**config.mk**
```make
export PLATFORM = sky130hd
export DESIGN_NAME = pcp_cfg
export DESIGN_NICKNAME = d
export VERILOG_FILES = /design/src/sv/pinhole_camera_projection_macros.svh /design/src/sv/pcp_pkg.sv /design/src/sv/pcp_cfg.sv
export SDC_FILE = /design/constraint.sdc
export NUM_CORES = 1
export LEC_CHECK = 0
export BUFFER_PORTS_ARGS = -buffer_cell sky130_fd_sc_hd__clkbuf_2
export CAP_MARGIN = 30
export CORE_MARGIN = 2
export CORE_UTILIZATION = 50
export CTS_CLUSTER_SIZE = 16
export DETAILED_ROUTE_END_ITERATION = 10
export PLACE_DENSITY = 0.8
export SYNTH_ARGS = -nofsm -noshare
export SYNTH_HDL_FRONTEND = slang
export SYNTH_SLANG_ARGS = --single-unit
```
**constraint.sdc**
```tcl
create_clock -name clk -period 3.2 [get_ports clk]
set_clock_uncertainty 0.15 [all_clocks]
set_input_delay 0.32 -clock clk [delete_from_list [all_inputs] [get_ports clk]]
set_output_delay 0.32 -clock clk [all_outputs]
set_load 0.01 [all_outputs]
```
**src/sv/pinhole_camera_projection_macros.svh**
```systemverilog
// assertion macros for the pinhole camera projection rtl
// no dependencies; included by files that carry concurrent checks
`ifndef PINHOLE_CAMERA_PROJECTION_MACROS_SVH
`define PINHOLE_CAMERA_PROJECTION_MACROS_SVH

// same-cycle implication, disabled during reset
`define PCP_ASSERT_SAME(label, clk, rst_n, ante, cons) \
    label: assert property (@(posedge clk) disable iff (!rst_n) (ante) |-> (cons)) \
        else $error("pcp check failed: same cycle");

// next-cycle implication, disabled during reset
`define PCP_ASSERT_NEXT(label, clk, rst_n, ante, cons) \
    label: assert property (@(posedge clk) disable iff (!rst_n) (ante) |=> (cons)) \
        else $error("pcp check failed: next cycle");

`endif

```
**src/sv/pcp_pkg.sv**
```systemverilog
// shared codes and types for the pinhole camera projection unit
// no dependencies; imported by every pcp module
package pcp_pkg;

    typedef enum logic
    {
        CMD_PROJECT   = 1'b0,
        CMD_UNPROJECT = 1'b1
    } cmd_t;

    typedef enum logic [1:0]
    {
        REG_FOCAL_X  = 2'd0,
        REG_FOCAL_Y  = 2'd1,
        REG_CENTRE_X = 2'd2,
        REG_CENTRE_Y = 2'd3
    } reg_idx_t;

    localparam logic STATUS_OK        = 1'b0;
    localparam logic STATUS_BAD_DEPTH = 1'b1;

    // result lanes, in output field order
    localparam int NUM_LANES = 8;
    localparam int LANE_U    = 0;
    localparam int LANE_V    = 1;
    localparam int LANE_NX   = 2;
    localparam int LANE_NY   = 3;
    localparam int LANE_DUDX = 4;
    localparam int LANE_DVDY = 5;
    localparam int LANE_DUDZ = 6;
    localparam int LANE_DVDZ = 7;

    // sign and nonzero marks of one numerator
    typedef struct packed
    {
        logic neg;
        logic nz;
    } num_flags_t;

endpackage

```
**src/sv/pcp_cfg.sv**
```systemverilog
// apb register file for focal lengths and principal point
// depends on pcp_pkg
module pcp_cfg #(
    parameter int CW  = 32,
    parameter int FB  = 16,
    parameter int AW  = 4,
    parameter int PDW = 32
) (
    input  logic                clk,
    input  logic                rst_n,
    input  logic                psel,
    input  logic                penable,
    input  logic                pwrite,
    input  logic [AW-1:0]       paddr,
    input  logic [PDW-1:0]      pwdata,
    output logic [PDW-1:0]      prdata,
    output logic                pready,
    output logic [CW-2:0]       focal_x,
    output logic [CW-2:0]       focal_y,
    output logic signed [CW-1:0] centre_x,
    output logic signed [CW-1:0] centre_y
);
    import pcp_pkg::*;

    localparam logic [CW-2:0] FOC_RESET = (CW-1)'(1) << FB;
    localparam logic [CW-1:0] CEN_RESET = CW'(1) << (FB - 1);

    logic [CW-2:0] focal_x_reg;
    logic [CW-2:0] focal_y_reg;
    logic [CW-1:0] centre_x_reg;
    logic [CW-1:0] centre_y_reg;
    reg_idx_t      idx;
    logic          wr;

    assign idx    = reg_idx_t'(paddr[AW-1:AW-2]);
    assign wr     = psel && penable && pwrite && pready;
    assign pready = 1'b1;

    always_ff @(posedge clk or negedge rst_n)
    begin
        if (!rst_n)
        begin
            focal_x_reg  <= FOC_RESET;
            focal_y_reg  <= FOC_RESET;
            centre_x_reg <= CEN_RESET;
            centre_y_reg <= CEN_RESET;
        end
        else if (wr)
        begin
            case (idx)
                REG_FOCAL_X:  focal_x_reg  <= pwdata[CW-2:0];
                REG_FOCAL_Y:  focal_y_reg  <= pwdata[CW-2:0];
                REG_CENTRE_X: centre_x_reg <= pwdata[CW-1:0];
                REG_CENTRE_Y: centre_y_reg <= pwdata[CW-1:0];
                default:
                begin
                end
            endcase
        end
    end

    always_comb
    begin
        case (idx)
            REG_FOCAL_X:  prdata = PDW'(focal_x_reg);
            REG_FOCAL_Y:  prdata = PDW'(focal_y_reg);
            REG_CENTRE_X: prdata = PDW'(centre_x_reg);
            REG_CENTRE_Y: prdata = PDW'(centre_y_reg);
            default:      prdata = '0;
        endcase
    end

    assign focal_x  = focal_x_reg;
    assign focal_y  = focal_y_reg;
    assign centre_x = $signed(centre_x_reg);
    assign centre_y = $signed(centre_y_reg);

endmodule

```
Word level (Yosys, flattened, before mapping)
Cells that the tools add are included.

cells by class
  $add $sub $neg = 0
  multipliers = 0
  div/mod/pow operators = 0
  $lt $le $gt $ge = 0
  equal/unequal tests = 3
  shifts and indexed selects = 0
  multiplexer cells = 1
  bitwise logic cells = 0
  reductions and logical operators = 7

operator list
  kind                                                                   count
  32-bit one-hot mux with 4 select lines                                 1
  2-bit AND reduction                                                    4
  2-bit equality test, second input constant                             2
  2-bit by 1-bit equality test with 1-bit output, second input constant  1
  1-bit logical AND                                                      2
  2-bit logical NOT                                                      1

storage, ports and cells
  register bits = 126
  bits in latches = 0
  bits in writable memories = 0
  ROM bits = 0
  bits of input ports = 41
  output and inout bits = 159
  word-level logic and storage cells = 15
  memories = 0

Longest topological paths before layout
  word-level depth = 3
  depth in mapped cells = 6

Least setup slack after synthesis
OpenSTA, ideal clock, no wires.

  path kind = in2out
  start point = input port paddr[2]
  end point = output port prdata[0]
  arrival = 1.315 ns
  data required time = 2.730 ns
  path slack = 1.415 ns
  stages on the path = 3
  cells stage by stage = buf_4 > buf_2 > mux4_2

between the ends
  cells in the longest elaborated chain, start to end = 2
  elaborated cells between the ends (all ways) = 5
  classes of those cells = 3 x eq/ne; 1 x mux; 1 x reduce/logical

ends and longest elaborated chain
  element                                      RTL line       RTL
  from (decl)                                  pcp_cfg.sv:14  input logic [AW-1:0] paddr,
  2-bit equality test (tied with other cells)  pcp_cfg.sv:64  case (idx)
  32-bit one-hot mux with 4 select lines *     pcp_cfg.sv:64
  to (decl)                                    pcp_cfg.sv:16  output logic [PDW-1:0] prdata,

Mark *: on every way between the ends. The rest lies on a longest branch, timed or not.

Worst setup path in the final report
  start point = input port paddr[2]
  end point = output port prdata[19]

The elaborated chain is that of the path after synthesis.

==> run summary <==
Setup TNS -> 0 ns
Post-synthesis adder-cell area fraction -> 0
Power share of the sequential group -> 0.399
Placer Congestion -> 0.735
Chip height -> 110 µm
Post-synth EDFFs -> 0
Maximum clock rate -> 482 MHz
Power Density -> 749 nW/µm²
CTS clk-pin slew, worst paths -> 0.05 ns
Slew Limit Fails -> 0
Routed wire per std cell -> 19.2 µm
Root buf cell -> clkbuf_8
Placed cell area -> 6710 µm²
Clock sink count -> 126
Post-layout min period -> 2.08 ns
Fillers -> 750
CTS tree -> built
Leak Pwr -> 3.78 nW
Cell internal pwr -> 4.10 mW
Crit path from -> paddr[2]
Post-Synth Simple-Gate Area -> 0.00695
DRC Markers -> 0
Design Area, Final -> 7640 µm²
Number of global-route vias before repair -> 3933
Initial antenna violation count -> 0
Switching pwr -> 1.62 mW
Switch share -> 0.283
Final core utilization -> 0.702
Xor/xnor share of the synthesized area -> 0
Chip width -> 110 µm
Post-CTS Resized -> 0
Crit path launch type -> input pin
P&R area growth vs syn -> 36.9%
Compound-cell area share of the yosys netlist -> 0
N_diodes -> 0
Synth cell types -> 20
Worst-path fanout max -> 16
Clock power share -> 0.337
Hold Crit Class -> input pin to asynchronous set/reset pin
Tightest Pin Transition -> 0.946 ns
Worst-Skew Late Latency -> 0.50 ns
Post-place setup slack -> 0.923 ns
Vias per cell -> 5.39
Maximum number of pins on one net before global-route repair -> 58
Syn Area/Cell -> 17.7 µm²
Synth Instances -> 316
HPWL after DPL -> 8.89 mm
Post-Route WL -> 13.4 mm
Site row count -> 38
Top cells by area, synth -> dfrtp_1 55%, mux2_2 19%, mux4_2 13%
RSZ-0062 raised after global routing -> no
Register Area -> 3160 µm²
Die Area -> 12000 µm²
# IOs -> 200
All-Layer GR Usage -> 0.230
Nets -> 591
GRT Residual Overflow -> 0
Crit path DAT -> 1.61 ns
Seq cells post-synth -> 126
Antenna viol nets, final -> 0
Slew headroom -> 0.370
Top cell type's share of synthesized area -> 0.547
Final worst-path cycle share -> 0.649
Hold Buf Count CTS -> 33
Hold Vio Cnt, Final -> 0
Post-synth top cells -> 122 x dfrtp_1, 92 x mux2_2, 31 x mux4_2
Required @ worst endpoint -> 2.73 ns
Largest family of logic cells by synthesized area -> multiplexers
Drt first pass iters -> 4
Setup ws final -> 1.12 ns
Total CTS buffers -> 17
Filler-free cell count of the finished design -> 702
H-tree depth reported by CTS -> 4
Yosys Warn Count -> 0
Layout cell share with drive strength beyond 1 -> 0.703
WHS -> 0.124 ns
Syn Nets -> 357
Crit path capture type -> primary output
VDD IR max -> 0.000464 V
Setup Viol. Count Final -> 0
Fraction of registers with async set or reset after synthesis -> 1.00
Mapped cell area -> 5580 µm²
Core area -> 10900 µm²
Status -> complete, no violations
Crit path kind -> input pin to primary output
Footprint of the multi-input gates -> 2300 µm²
Initial core utilization -> 0.513
Prevailing post-synth register cell -> dfrtp_1
Initial DRC count -> 154
IO Port Bufs -> 196
Post-synth top area cell -> dfrtp_1
Mux share of post-synthesis cell area -> 0.401
Post-Place Cells -> 638
Reg-to-Reg Start -> focal_x[19]$_DFFE_PN0P_
Vias -> 3783
Clock Path Buffers -> 2
Top-count cell post-synth -> dfrtp_1
First-pass GRT wire length -> 20.5 mm
Max_cap viols -> 0
Number of setup buffers added after CTS -> 0
Combinational fraction of design power -> 0.263
Sequential-to-total area share from yosys stat -> 0.566
Power Total -> 5.72 mW
-- worst max-delay path: stages --
cell and delay (ns):
clkbuf_2 0.20, buf_4 0.36, mux4_2 0.57, clkbuf_2 0.15
-- layout make-up --
| cell class | instances | area share |
|---|---|---|
| Tap cell | 140 | 0.0229 |
| Timing Repair Buffer | 238 | 0.184 |
| Inverter | 1 | 0.000491 |
| Multi-Input combinational cell | 166 | 0.301 |
| Sequential cell | 126 | 0.413 |
| Clock inverter | 6 | 0.0138 |
| Clock buffer | 25 | 0.0647 |
-- cells in the final DEF, fill, tap and decap left out, types with 2 or more instances in the layout --
cell type / instances
mux2_2: 92
mux4_2: 31
mux2_4: 30
clkbuf_8: 6
clkbuf_16: 16
clkbuf_2: 195
buf_12: 2
buf_4: 8
clkinv_2: 3
clkbuf_1: 3
mux2_1: 4
dlygate4sd3_1: 33
dfstp_2: 4
dfrtp_1: 122
bufinv_16: 3
-- routing by layer --
layer,GRT usage,vias to the layer above,share of wire
li1,-,1652,-
met1,0.292,1989,0.42
met2,0.387,136,0.51
met3,0.0563,6,0.063
met4,0.0787,0,0.0054
met5,0,-,0
-- final timing paths --
path,endpoint,depth (start not counted),slack [ns]
min in group clk,centre_x[31]$_DFFE_PN0P_,3,0.31
min reg2reg,centre_y[9]$_DFFE_PN0P_,1,0.37
max reg2reg,focal_x[19]$_DFFE_PN0P_,1,2.23
max,prdata[19],4,1.12
min,centre_y[8]$_DFFE_PN0P_,2,0.12
max in group asynchronous,centre_x[20]$_DFFE_PN0P_,3,1.89
-- kinds of logic (layout without fill, tap and decap cells) --
kind of cell           Yosys count  after routing
multiplexers                   158            158
AND/OR/NAND/NOR                  7              7
buffers and inverters           24            270
flip-flops                     126            126
other                            1              1
-- power groups by stage --
stage	clock, mW	combinational [mW]	sequential, mW
after floorplan	0	0.658	2.41
after global placement	0	1.45	2.27
after detailed placement	0	1.48	2.30
after CTS	1.96	1.52	2.28
after global routing	2.03	1.62	2.33
final	1.93	1.51	2.28
Power figures use the tool's default switching activity.
